--- src/rtl/source_token_classifier_assert.svh ---
// Assertion macros shared by the classifier RTL
`ifndef SOURCE_TOKEN_CLASSIFIER_ASSERT_SVH
`define SOURCE_TOKEN_CLASSIFIER_ASSERT_SVH

// Implication checked on every clock edge outside reset
`define STC_ASSERT_IMP(label, ante, cons) \
  label: assert property (@(posedge clk_i) disable iff (!rst_ni) (ante) |-> (cons)) \
    else $error("stc assertion failed");

// Next-cycle implication checked outside reset
`define STC_ASSERT_NXT(label, ante, cons) \
  label: assert property (@(posedge clk_i) disable iff (!rst_ni) (ante) |=> (cons)) \
    else $error("stc assertion failed");

`endif

--- src/rtl/stc_pkg.sv ---
package stc_pkg;

  localparam int unsigned TokenMax    = 32;
  localparam int unsigned DictEntries = 16;
  localparam int unsigned EntryChars  = 16;

  localparam int unsigned TokIdxW = $clog2(TokenMax);
  localparam int unsigned TokLenW = $clog2(TokenMax + 1);
  localparam int unsigned EntIdxW = $clog2(DictEntries);
  localparam int unsigned ChrIdxW = $clog2(EntryChars);
  localparam int unsigned ChrLenW = $clog2(EntryChars + 1);
  localparam int unsigned DictW   = 1 + EntIdxW + ChrIdxW;

  // input actions
  localparam logic [1:0] ActText   = 2'd0;
  localparam logic [1:0] ActWrite  = 2'd1;
  localparam logic [1:0] ActFlush  = 2'd2;
  localparam logic [1:0] ActIgnore = 2'd3;

  // output classes
  localparam logic [1:0] ClsKeyword  = 2'd0;
  localparam logic [1:0] ClsDatatype = 2'd1;
  localparam logic [1:0] ClsComment  = 2'd2;
  localparam logic [1:0] ClsNormal   = 2'd3;

  // comment modes
  localparam logic [1:0] CmNone  = 2'd0;
  localparam logic [1:0] CmLine  = 2'd1;
  localparam logic [1:0] CmBlock = 2'd2;

  localparam logic [7:0] ChSlash = 8'h2f;
  localparam logic [7:0] ChStar  = 8'h2a;
  localparam logic [7:0] ChLf    = 8'h0a;
  localparam logic [7:0] ChCr    = 8'h0d;
  localparam logic [7:0] ChTab   = 8'h09;
  localparam logic [7:0] ChSpace = 8'h20;

  // front-to-back command queued between the two halves
  typedef struct packed {
    logic [1:0]   action;
    logic [7:0]   byte_value;
    logic         dict_kind;
    logic [3:0]   dict_entry;
    logic [3:0]   dict_pos;
    logic         close_tok;   // this byte or flush closes the token
  } cmd_t;

  function automatic logic is_letter(input logic [7:0] c);
    return (c >= 8'h61 && c <= 8'h7a) || (c >= 8'h41 && c <= 8'h5a);
  endfunction

endpackage

--- src/rtl/stc_front.sv ---
// Accepts input transactions, classifies them and pushes commands into a 2-deep queue.
module stc_front import stc_pkg::*; (
  input  logic        clk_i,
  input  logic        rst_ni,
  input  logic        s_valid_i,
  output logic        s_ready_o,
  input  logic [1:0]  action_i,
  input  logic [7:0]  byte_i,
  input  logic        kind_i,
  input  logic [3:0]  entry_i,
  input  logic [3:0]  pos_i,
  output logic        c_valid_o,
  input  logic        c_ready_i,
  output cmd_t        cmd_o
);
  `include "source_token_classifier_assert.svh"

  cmd_t       q_mem [2];
  logic       wr_q, rd_q;
  logic [1:0] cnt_q;
  cmd_t       cmd_w;
  logic       push, pop;

  // classify the incoming item
  always_comb begin
    cmd_w.action     = action_i;
    cmd_w.byte_value = byte_i;
    cmd_w.dict_kind  = kind_i;
    cmd_w.dict_entry = entry_i;
    cmd_w.dict_pos   = pos_i;
    cmd_w.close_tok  = (action_i == ActFlush) ||
                       (action_i == ActText && (byte_i == ChSpace || byte_i == ChTab ||
                        byte_i == ChCr || byte_i == ChLf));
  end

  assign s_ready_o = (cnt_q != 2'd2);
  assign c_valid_o = (cnt_q != 2'd0);
  assign cmd_o     = q_mem[rd_q];
  assign push      = s_valid_i && s_ready_o && (action_i != ActIgnore);
  assign pop       = c_valid_o && c_ready_i;

  always_ff @(posedge clk_i) begin
    if (push) q_mem[wr_q] <= cmd_w;
  end

  always_ff @(posedge clk_i or negedge rst_ni) begin
    if (!rst_ni) begin
      wr_q  <= 1'b0;
      rd_q  <= 1'b0;
      cnt_q <= 2'd0;
    end else begin
      if (push) wr_q <= ~wr_q;
      if (pop)  rd_q <= ~rd_q;
      cnt_q <= cnt_q + {1'b0, push} - {1'b0, pop};
    end
  end

  `STC_ASSERT_IMP(a_cnt_range, 1'b1, cnt_q != 2'd3)
  `STC_ASSERT_IMP(a_ptr_sync, cnt_q == 2'd0 || cnt_q == 2'd2, wr_q == rd_q)
  `STC_ASSERT_NXT(a_full, cnt_q == 2'd2 && !pop, cnt_q == 2'd2)
endmodule

--- src/rtl/stc_back.sv ---
// Executes commands: dictionary writes, token buffering and classified emission.
module stc_back import stc_pkg::*; (
  input  logic        clk_i,
  input  logic        rst_ni,
  input  logic        c_valid_i,
  output logic        c_ready_o,
  input  cmd_t        cmd_i,
  output logic        m_valid_o,
  input  logic        m_ready_i,
  output logic [7:0]  char_o,
  output logic [1:0]  class_o,
  output logic        last_o
);
  `include "source_token_classifier_assert.svh"

  localparam logic [2:0] StIdle  = 3'd0;
  localparam logic [2:0] StPos   = 3'd1;  // decide class at position j
  localparam logic [2:0] StCmp   = 3'd2;  // compare one char of entry e
  localparam logic [2:0] StNext  = 3'd3;  // finish entry e
  localparam logic [2:0] StEmit  = 3'd4;
  localparam logic [2:0] StFetch = 3'd5;  // dictionary read in flight
  localparam logic [2:0] StClr   = 3'd6;  // zero both dictionaries after reset

  logic [2:0]         st_q;
  logic [7:0]         tok_mem [TokenMax];
  logic [7:0]         kw_mem  [DictEntries*EntryChars];
  logic [7:0]         dt_mem  [DictEntries*EntryChars];
  logic [DictW-2:0]   clr_q;
  logic [7:0]         dch_q;
  logic [TokLenW-1:0] len_q, j_q;
  logic [1:0]         cm_q;
  logic [ChrLenW-1:0] run_q, best_q, k_q;
  logic [1:0]         cls_q;
  logic               kind_q, flush_q, mok_q;
  logic [EntIdxW:0]   e_q;
  logic               ob_q;
  logic [7:0]         char_q;
  logic [1:0]         ocls_q;
  logic               olast_q;

  logic [7:0] c, nx, prv, aft;
  logic       has_nx, emit;
  logic [TokLenW:0] jn;
  logic [DictW-2:0] daddr;

  assign c      = tok_mem[j_q[TokIdxW-1:0]];
  assign has_nx = ({1'b0, j_q} + 1'b1) < {1'b0, len_q};
  assign nx     = has_nx ? tok_mem[TokIdxW'(j_q + 1'b1)] : 8'h00;
  assign daddr  = {e_q[EntIdxW-1:0], k_q[ChrIdxW-1:0]};
  assign jn     = {1'b0, j_q} + {{(TokLenW+1-ChrLenW){1'b0}}, k_q};
  assign prv    = (j_q != '0) ? tok_mem[TokIdxW'(j_q - 1'b1)] : 8'h00;
  assign aft    = (jn < {1'b0, len_q}) ? tok_mem[jn[TokIdxW-1:0]] : 8'h00;
  assign emit   = (st_q == StEmit) && (!ob_q || m_ready_i);

  assign c_ready_o = (st_q == StIdle);
  assign m_valid_o = ob_q;
  assign char_o    = char_q;
  assign class_o   = ocls_q;
  assign last_o    = olast_q;

  // dictionary and token storage
  always_ff @(posedge clk_i) begin
    if (st_q == StClr) begin
      kw_mem[clr_q] <= 8'h00;
      dt_mem[clr_q] <= 8'h00;
    end
    if (c_valid_i && c_ready_o) begin
      if (cmd_i.action == ActWrite && cmd_i.dict_entry < DictEntries &&
          cmd_i.dict_pos < EntryChars) begin
        if (cmd_i.dict_kind)
          dt_mem[{EntIdxW'(cmd_i.dict_entry), ChrIdxW'(cmd_i.dict_pos)}] <= cmd_i.byte_value;
        else
          kw_mem[{EntIdxW'(cmd_i.dict_entry), ChrIdxW'(cmd_i.dict_pos)}] <= cmd_i.byte_value;
      end
      if (cmd_i.action == ActText && len_q < TokenMax)
        tok_mem[len_q[TokIdxW-1:0]] <= cmd_i.byte_value;
    end
  end

  // registered dictionary read at the current entry and character
  always_ff @(posedge clk_i) begin
    dch_q <= kind_q ? dt_mem[daddr] : kw_mem[daddr];
  end

  // control sequencer
  always_ff @(posedge clk_i or negedge rst_ni) begin
    if (!rst_ni) begin
      st_q <= StClr; clr_q <= '0; len_q <= '0; j_q <= '0;
      cm_q <= CmNone; run_q <= '0; best_q <= '0; k_q <= '0; cls_q <= ClsNormal;
      kind_q <= 1'b0; flush_q <= 1'b0; mok_q <= 1'b0; e_q <= '0; ob_q <= 1'b0;
      char_q <= '0; ocls_q <= '0; olast_q <= 1'b0;
    end else begin
      // output register: load on emit, else drain on acceptance
      if (emit) ob_q <= 1'b1;
      else if (ob_q && m_ready_i) ob_q <= 1'b0;
      unique case (st_q)
        StClr: begin
          clr_q <= clr_q + 1'b1;
          if (clr_q == '1) st_q <= StIdle;
        end
        StIdle: begin
          if (c_valid_i && c_ready_o) begin
            if (cmd_i.action == ActText) begin
              if (len_q < TokenMax) len_q <= len_q + 1'b1;
              if (cmd_i.close_tok || len_q >= TokenMax - 1) begin
                st_q <= StPos; j_q <= '0; flush_q <= 1'b0;
              end
            end else if (cmd_i.action == ActFlush) begin
              flush_q <= 1'b1;
              if (len_q != '0) begin
                st_q <= StPos; j_q <= '0;
              end else cm_q <= CmNone;
            end
          end
        end
        StPos: begin
          run_q <= ChrLenW'(1);
          if (cm_q == CmNone && has_nx && c == ChSlash && nx == ChSlash) begin
            cm_q <= CmLine; cls_q <= ClsComment; run_q <= ChrLenW'(2); st_q <= StEmit;
          end else if (cm_q == CmNone && has_nx && c == ChSlash && nx == ChStar) begin
            cm_q <= CmBlock; cls_q <= ClsComment; run_q <= ChrLenW'(2); st_q <= StEmit;
          end else if (cm_q == CmLine && c == ChLf) begin
            cm_q <= CmNone; cls_q <= ClsNormal; st_q <= StEmit;
          end else if (cm_q == CmBlock && has_nx && c == ChStar && nx == ChSlash) begin
            cm_q <= CmNone; cls_q <= ClsComment; run_q <= ChrLenW'(2); st_q <= StEmit;
          end else if (cm_q != CmNone) begin
            cls_q <= ClsComment; st_q <= StEmit;
          end else begin
            kind_q <= 1'b0; e_q <= '0; k_q <= '0; best_q <= '0; mok_q <= 1'b1;
            st_q <= StFetch;
          end
        end
        StFetch: begin
          st_q <= StCmp;
        end
        StCmp: begin
          // one character of the current entry per fetch and compare
          if (k_q == EntryChars || dch_q == 8'h00) begin
            if (k_q == '0) begin
              // empty entry ends the list
              if (best_q != '0) begin
                cls_q <= kind_q ? ClsDatatype : ClsKeyword; run_q <= best_q;
                st_q <= StEmit;
              end else if (!kind_q) begin
                kind_q <= 1'b1; e_q <= '0; mok_q <= 1'b1; st_q <= StFetch;
              end else begin
                cls_q <= ClsNormal; st_q <= StEmit;
              end
            end else st_q <= StNext;
          end else begin
            if (jn >= {1'b0, len_q} || tok_mem[jn[TokIdxW-1:0]] != dch_q) mok_q <= 1'b0;
            k_q <= k_q + 1'b1;
            st_q <= StFetch;
          end
        end
        StNext: begin
          if (mok_q && jn <= {1'b0, len_q} && !is_letter(prv) && !is_letter(aft))
            best_q <= k_q;
          k_q <= '0; mok_q <= 1'b1;
          if (e_q == DictEntries - 1) begin
            if (mok_q && jn <= {1'b0, len_q} && !is_letter(prv) && !is_letter(aft)) begin
              cls_q <= kind_q ? ClsDatatype : ClsKeyword; run_q <= k_q; st_q <= StEmit;
            end else if (best_q != '0) begin
              cls_q <= kind_q ? ClsDatatype : ClsKeyword; run_q <= best_q; st_q <= StEmit;
            end else if (!kind_q) begin
              kind_q <= 1'b1; e_q <= '0; st_q <= StFetch;
            end else begin
              cls_q <= ClsNormal; run_q <= ChrLenW'(1); st_q <= StEmit;
            end
          end else begin
            e_q <= e_q + 1'b1; st_q <= StFetch;
          end
        end
        StEmit: begin
          if (emit) begin
            char_q  <= c;
            ocls_q  <= cls_q;
            olast_q <= ({1'b0, j_q} + 1'b1) == {1'b0, len_q};
            j_q     <= j_q + 1'b1;
            run_q   <= run_q - 1'b1;
            if (({1'b0, j_q} + 1'b1) == {1'b0, len_q}) begin
              st_q <= StIdle; len_q <= '0;
              if (flush_q) cm_q <= CmNone;
            end else if (run_q == ChrLenW'(1)) st_q <= StPos;
          end
        end
        default: st_q <= StIdle;
      endcase
    end
  end

  `STC_ASSERT_IMP(a_len_bound, 1'b1, len_q <= TokenMax)
  `STC_ASSERT_IMP(a_cm_range, 1'b1, cm_q != 2'd3)
  `STC_ASSERT_IMP(a_emit_in_tok, st_q == StEmit, j_q < len_q)
  `STC_ASSERT_NXT(a_hold_out, ob_q && !m_ready_i, ob_q && $stable(char_q))
endmodule

--- src/rtl/source_token_classifier.sv ---
// Source token classifier. Text bytes (action 0) gather into a token that closes on
// space, tab, CR, LF or at 32 bytes; the token's bytes then leave on the master side,
// one transaction each, tagged keyword, datatype, comment or normal, tlast on the
// last. Dictionary writes (action 1) and flush (action 2) share the input stream;
// action 3 is dropped. After reset both dictionaries are zeroed, during which no
// command is taken. Emitting a token takes, per position outside comments, a
// decision step plus a dictionary scan with a registered read: a fetch and a compare
// per stored character, then a fetch with the end-of-entry check and a finish step
// for each entry (an empty entry that ends a list has no finish step), over the
// keyword list and, if no keyword matches, the datatype list; comment bytes and
// comment delimiters skip the scan. Then the bytes of the run leave one per cycle
// while the master side accepts. The sequencer takes no command while a token is
// being emitted; the output register holds the last byte without blocking the next
// command. A two-entry command queue separates intake from the sequencer.
module source_token_classifier import stc_pkg::*; (
  input  logic        clk_i,
  input  logic        rst_ni,
  input  logic        s_axis_tvalid,
  output logic        s_axis_tready,
  input  logic [15:0] s_axis_tdata,  // byte_value[7:0], dict_entry[11:8], dict_pos[15:12]
  input  logic [2:0]  s_axis_tuser,  // action[1:0], dict_kind[2]
  output logic        m_axis_tvalid,
  input  logic        m_axis_tready,
  output logic [7:0]  m_axis_tdata,  // char_out[7:0]
  output logic [1:0]  m_axis_tuser,  // char_class[1:0]
  output logic        m_axis_tlast
);
  logic       c_valid, c_ready;
  cmd_t       cmd;

  stc_front u_front (
    .clk_i, .rst_ni,
    .s_valid_i (s_axis_tvalid), .s_ready_o (s_axis_tready),
    .action_i  (s_axis_tuser[1:0]),  .byte_i (s_axis_tdata[7:0]),
    .kind_i    (s_axis_tuser[2]),    .entry_i (s_axis_tdata[11:8]),
    .pos_i     (s_axis_tdata[15:12]),
    .c_valid_o (c_valid), .c_ready_i (c_ready), .cmd_o (cmd)
  );

  stc_back u_back (
    .clk_i, .rst_ni,
    .c_valid_i (c_valid), .c_ready_o (c_ready), .cmd_i (cmd),
    .m_valid_o (m_axis_tvalid), .m_ready_i (m_axis_tready),
    .char_o (m_axis_tdata), .class_o (m_axis_tuser), .last_o (m_axis_tlast)
  );
endmodule
--- config.mk ---
export PLATFORM = sky130hd
export DESIGN_NAME = source_token_classifier
export DESIGN_NICKNAME = d
export VERILOG_FILES = /design/src/rtl/stc_pkg.sv /design/src/rtl/stc_front.sv /design/src/rtl/stc_back.sv /design/src/rtl/source_token_classifier.sv
export VERILOG_INCLUDE_DIRS = /design/src /design/src/rtl
export SDC_FILE = /design/constraint.sdc
export NUM_CORES = 2
export LEC_CHECK = 0
export ABC_CLOCK_PERIOD_IN_PS = 11330
export BUFFER_PORTS_ARGS = -buffer_cell sky130_fd_sc_hd__buf_2
export CORE_MARGIN = 3
export CORE_UTILIZATION = 35
export DETAILED_ROUTE_END_ITERATION = 6
export PLACE_DENSITY = 0.5
export SLEW_MARGIN = 40
export SYNTH_ARGS = -nofsm -noshare
export SYNTH_HDL_FRONTEND = slang
export SYNTH_MEMORY_MAX_BITS = 65536
export SYNTH_SLANG_ARGS = --single-unit
export TNS_END_PERCENT = 20
--- constraint.sdc ---
create_clock -name clk_i -period 11.33 [get_ports clk_i]
set_input_delay 1.6995 -clock clk_i [delete_from_list [all_inputs] [get_ports clk_i]]
set_output_delay 1.6995 -clock clk_i [all_outputs]
set_load 0.03 [all_outputs]
==> metrics.csv <==
stage;metric;value;unit
run_status;status;finished, final reports clean;
pwr;swShare;28.5;%
pwr;p_switching;0.0128;W
pwr;power.share.combinational;24.0;%
floorplanning;die_h;722;um
global_routing;grt_antenna_before_repair;23;
synth;synth-edff-count;4392;
sta;rsz0062_at_grt;no;
placement;dp_hpwl;289000;um
detailed_routing;drt_iter0_drc;8991;
worst_setup_path;critical_path_arrival;7.18;ns
synth;yosys_warnings;0;
detailed_routing;firstDrtPassIters;5;
pwr;design_power_total;0.0451;W
pwr;seqPwrFrac;41.7;%
sta;finalCriticalPeriod;6.28;ns
layout;drive_above_1_share;33.8;%
synth;syn_inst;8119;
worst_setup_path;crit_path_end_kind;flop;
pwr;p_leak;62.7;nW
sta;tns;0;ns
synth;async_flop_share;1.48;%
sta;max_freq;0.159;GHz
layout;area_growth_syn_to_layout;14.3;%
layout;regArea;134000;um^2
detailed_routing;routedWlPerCell;31.1;um
clock_tree;cts_setup_buffers;0;
detailed_routing;vias_per_cell;5.54;
placement;port_buffers;35;
sta;finalMaxSlewViolations;0;
pwr;cellInternalPower;0.0322;W
worst_setup_path;worstPathMaxFanout;50;
floorplanning;die_x;722;um
synth;synth_top_area_share;73.4;%
sta;fin_skew;0.0836;ns
sta;fin_crit_sh;55.5;%
worst_setup_path;crit_type;reg -> reg;
sta;setup_viol;0;
clock_tree;cts.repair.resized;0;
global_routing;grt_pass1_vias;88300;
clock_tree;cts_root_buffer;clkbuf_16;
clock_tree;clk_latency;1.02;ns
synth;ys_types;101;
layout;num-nets-final;8395;
synth;syn_area;180000;um^2
clock_tree;cts_tree;done;
pwr;powerDensity;219;nW/um^2
detailed_routing;wl;481000;um
sta;finalHoldViolations;0;
layout;final_cell_count_no_fill;15500;
clock_tree;clock_path_buffers;4;
global_routing;grt_overflow;0;
pwr;pwr-share-clk;34.3;%
floorplanning;ios;36;
floorplanning;core.rowCount;262;
global_routing;grt_max_degree;209;
synth;synth_top_area_cell;edfxtp_1;
synth;syn_area_per_cell;22.1;um^2
placement;placed_cells;14600;
synth;ys_seq_elements;4466;
floorplanning;start_util;35.2;%
worst_setup_path;required;12.23;ns
synth;synthTopCellsByArea;edfxtp_1 73%, mux4_2 19%, nor2_1 1.3%;
global_routing;grt_pass1_wl;686000;um
clock_tree;clk_pin_slew;0.07;ns
sta;slew_headroom;39.3;%
synth;yosysSeqAreaShare;74.4;%
sta;worstMarginPinSlew;0.893;ns
clock_tree;htree_num_levels;5;
clock_tree;cts.sinks;4466;
detailed_routing;antenna_left;0;
layout;multi_input_area;44900;um^2
floorplanning;die-area;522000;um^2
detailed_routing;num_vias;85700;
synth;syn-num-nets;8174;
layout;final.fill_count;44400;
pwr;vdd.ir_drop.worst;0.137;mV
floorplanning;core-area;510000;um^2
clock_tree;cts_hold_buf;0;
detailed_routing;drc_errors;0;
worst_hold_path;min_path_type;reg -> reg;
synth;yosys_most_used_dff;edfxtp_1;
worst_setup_path;cp-start-kind;flop;
clock_tree;numCtsBuffers;456;
global_routing;track_usage;18.2;%
job;cap_violations;0;
placement;gp_congestion;0.813;
[power by group through the flow]
| stage | combinational [W] | sequential (W) | clock, W |
|---|---|---|---|
| after floorplan | 0.00724 | 0.0190 | 0 |
| after global placement | 0.0107 | 0.0192 | 0 |
| after detailed placement | 0.0108 | 0.0192 | 0 |
| after CTS | 0.0109 | 0.0188 | 0.0158 |
| after global routing | 0.0114 | 0.0188 | 0.0165 |
| final | 0.0108 | 0.0188 | 0.0154 |
[synth_stat cells (4+ instances only)]
master    number
and2_1        13
o21bai_1       4
dfrtp_1       62
ha_1          31
or2_2          7
o22ai_1        7
nor3_1        28
buf_1         56
xor2_1         9
nor2b_1       11
mux2i_1      187
o211ai_1       8
dfxtp_1        8
o31ai_1        8
a211oi_1       4
nor4b_1       30
a31oi_1       13
buf_6         12
o21ai_0       57
xnor2_1       17
o32a_1        16
and3_1         9
a21o_1         7
nand4_1       16
nand3_1       74
mux4_2      1524
buf_4          9
nand2b_1      14
nand2_1      212
or3_1          5
buf_2        104
clkbuf_1     281
a32oi_1        7
nor2_1       629
mux2_2        30
dfstp_2        4
a22oi_1       17
inv_2          4
nor3b_1        4
edfxtp_1    4392
o21ai_1        6
inv_1         57
a21oi_1       39
nor4_1         6
[sequential cells by signal, summed over array words and instances, names as in the netlist, 2 cells and up]
signal / cells
u_back.clr_q: 8
u_back.j_q: 6
u_back.cls_q: 2
u_back.char_o: 8
u_back.len_q: 6
u_back.st_q: 3
u_front.q_mem: 40
u_back.run_q: 5
u_back.kw_mem: 2048
u_back.best_q: 5
u_back.dch_q: 8
u_back.tok_mem: 256
u_back.class_o: 2
u_back.e_q: 5
u_back.dt_mem: 2048
u_back.k_q: 5
u_front.cnt_q: 2
u_back.cm_q: 2
[cells by family after synthesis]
| group | share of synthesized area, % |
|---|---|
| flip-flops | 74.4 |
| multiplexers | 20.4 |
| adder cells (fa/ha/maj) | 0.227 |
| AO/OA/AOI/OAI | 0.927 |
| buffers and inverters | 1.29 |
| XOR/XNOR | 0.178 |
| AND/OR/NAND/NOR | 2.59 |
[routing by layer]
| metal | wire (um) | global-route usage, % | vias up |
|---|---|---|---|
| met5 | 0 | 0 | - |
| met4 | 13400 | 4.84 | 0 |
| met3 | 30300 | 2.90 | 647 |
| met2 | 229000 | 29.0 | 2988 |
| met1 | 208000 | 26.1 | 47100 |
| li1 | - | - | 34900 |
[worst max-delay path, cell delays in order (launching register included)]
cell and delay (ns):
dfrtp_4 0.62, buf_12 0.23, ha_4 0.19, fa_4 1.11
buf_4 0.77, mux4_2 0.61, and2_1 0.18, o311ai_0 0.63
nand4_1 0.18, o41a_1 0.39, o21a_1 0.19, o31ai_1 0.54
nand3_1 0.24, a31oi_1 0.22
[final cells by class]
class / count / share of cell area [%]
Antenna cell: 5 / 0.00609
Tap cell: 6732 / 4.10
Inverter: 63 / 0.121
Clock inverter: 317 / 1.74
Multi-Input combinational cell: 3123 / 21.9
Sequential cell: 4466 / 65.1
Timing Repair Buffer: 230 / 1.28
Clock buffer: 534 / 5.76
[final timing paths]
path / endpoint / cells past startpoint / startpoint / slack, ns
setup / recovery: u_back.e_q[0] / 13 / u_back.j_q[0] / 5.05
hold / removal: u_back.char_o[6] / 2 / u_back.char_o[6] / 0.50
setup reg to reg: u_back.e_q[0] / 13 / u_back.j_q[0] / 5.05
hold reg to reg: u_back.char_o[6] / 2 / u_back.char_o[6] / 0.50
max in group asynchronous: u_back.j_q[0] / 1 / rst_ni / 10.04
min in group asynchronous: u_back.class_o[1] / 1 / rst_ni / 0.68
[stage by stage]
step	utilization [%]	cell area [um^2]	hold slack [ns]	worst slack [ns]
4_1_cts	40.1	204000	0.507	4.53
5_1_grt	40.2	205000	0.528	4.91
6_report	40.2	205000	0.503	5.05
2_1_floorplan	-	180000	0.449	2.26
3_5_place_dp	37.0	189000	0.491	4.53
3_3_place_gp	36.8	188000	0.485	4.54
[layout by cell type, fill, tap and decap left out, types with 13 or more instances in the layout]
cell / netlist / final
and2_1: 13 / 13
nand2b_1: 14 / 13
buf_6: 12 / 39
a22oi_1: 17 / 17
nand2_2: 0 / 43
buf_4: 9 / 104
xnor2_1: 17 / 16
nor2_2: 1 / 346
clkinv_2: 0 / 91
clkinvlp_4: 0 / 23
inv_1: 57 / 51
clkinv_1: 1 / 100
mux4_2: 1524 / 1524
edfxtp_1: 4392 / 4392
clkbuf_1: 281 / 68
nor3_1: 28 / 26
mux2_2: 30 / 30
nand2_1: 212 / 168
dfrtp_1: 62 / 51
a21oi_1: 39 / 38
bufinv_16: 0 / 64
nor2_1: 629 / 268
o21ai_0: 57 / 54
ha_1: 31 / 29
nand3_1: 74 / 74
nor4b_1: 30 / 30
o32a_1: 16 / 16
nand4_1: 16 / 16
buf_12: 3 / 27
clkbuf_16: 0 / 461
buf_16: 0 / 23
buf_2: 104 / 34
mux2i_1: 187 / 176
nor2_4: 0 / 16
a31oi_1: 13 / 13
Power figures use the tool's default switching activity.
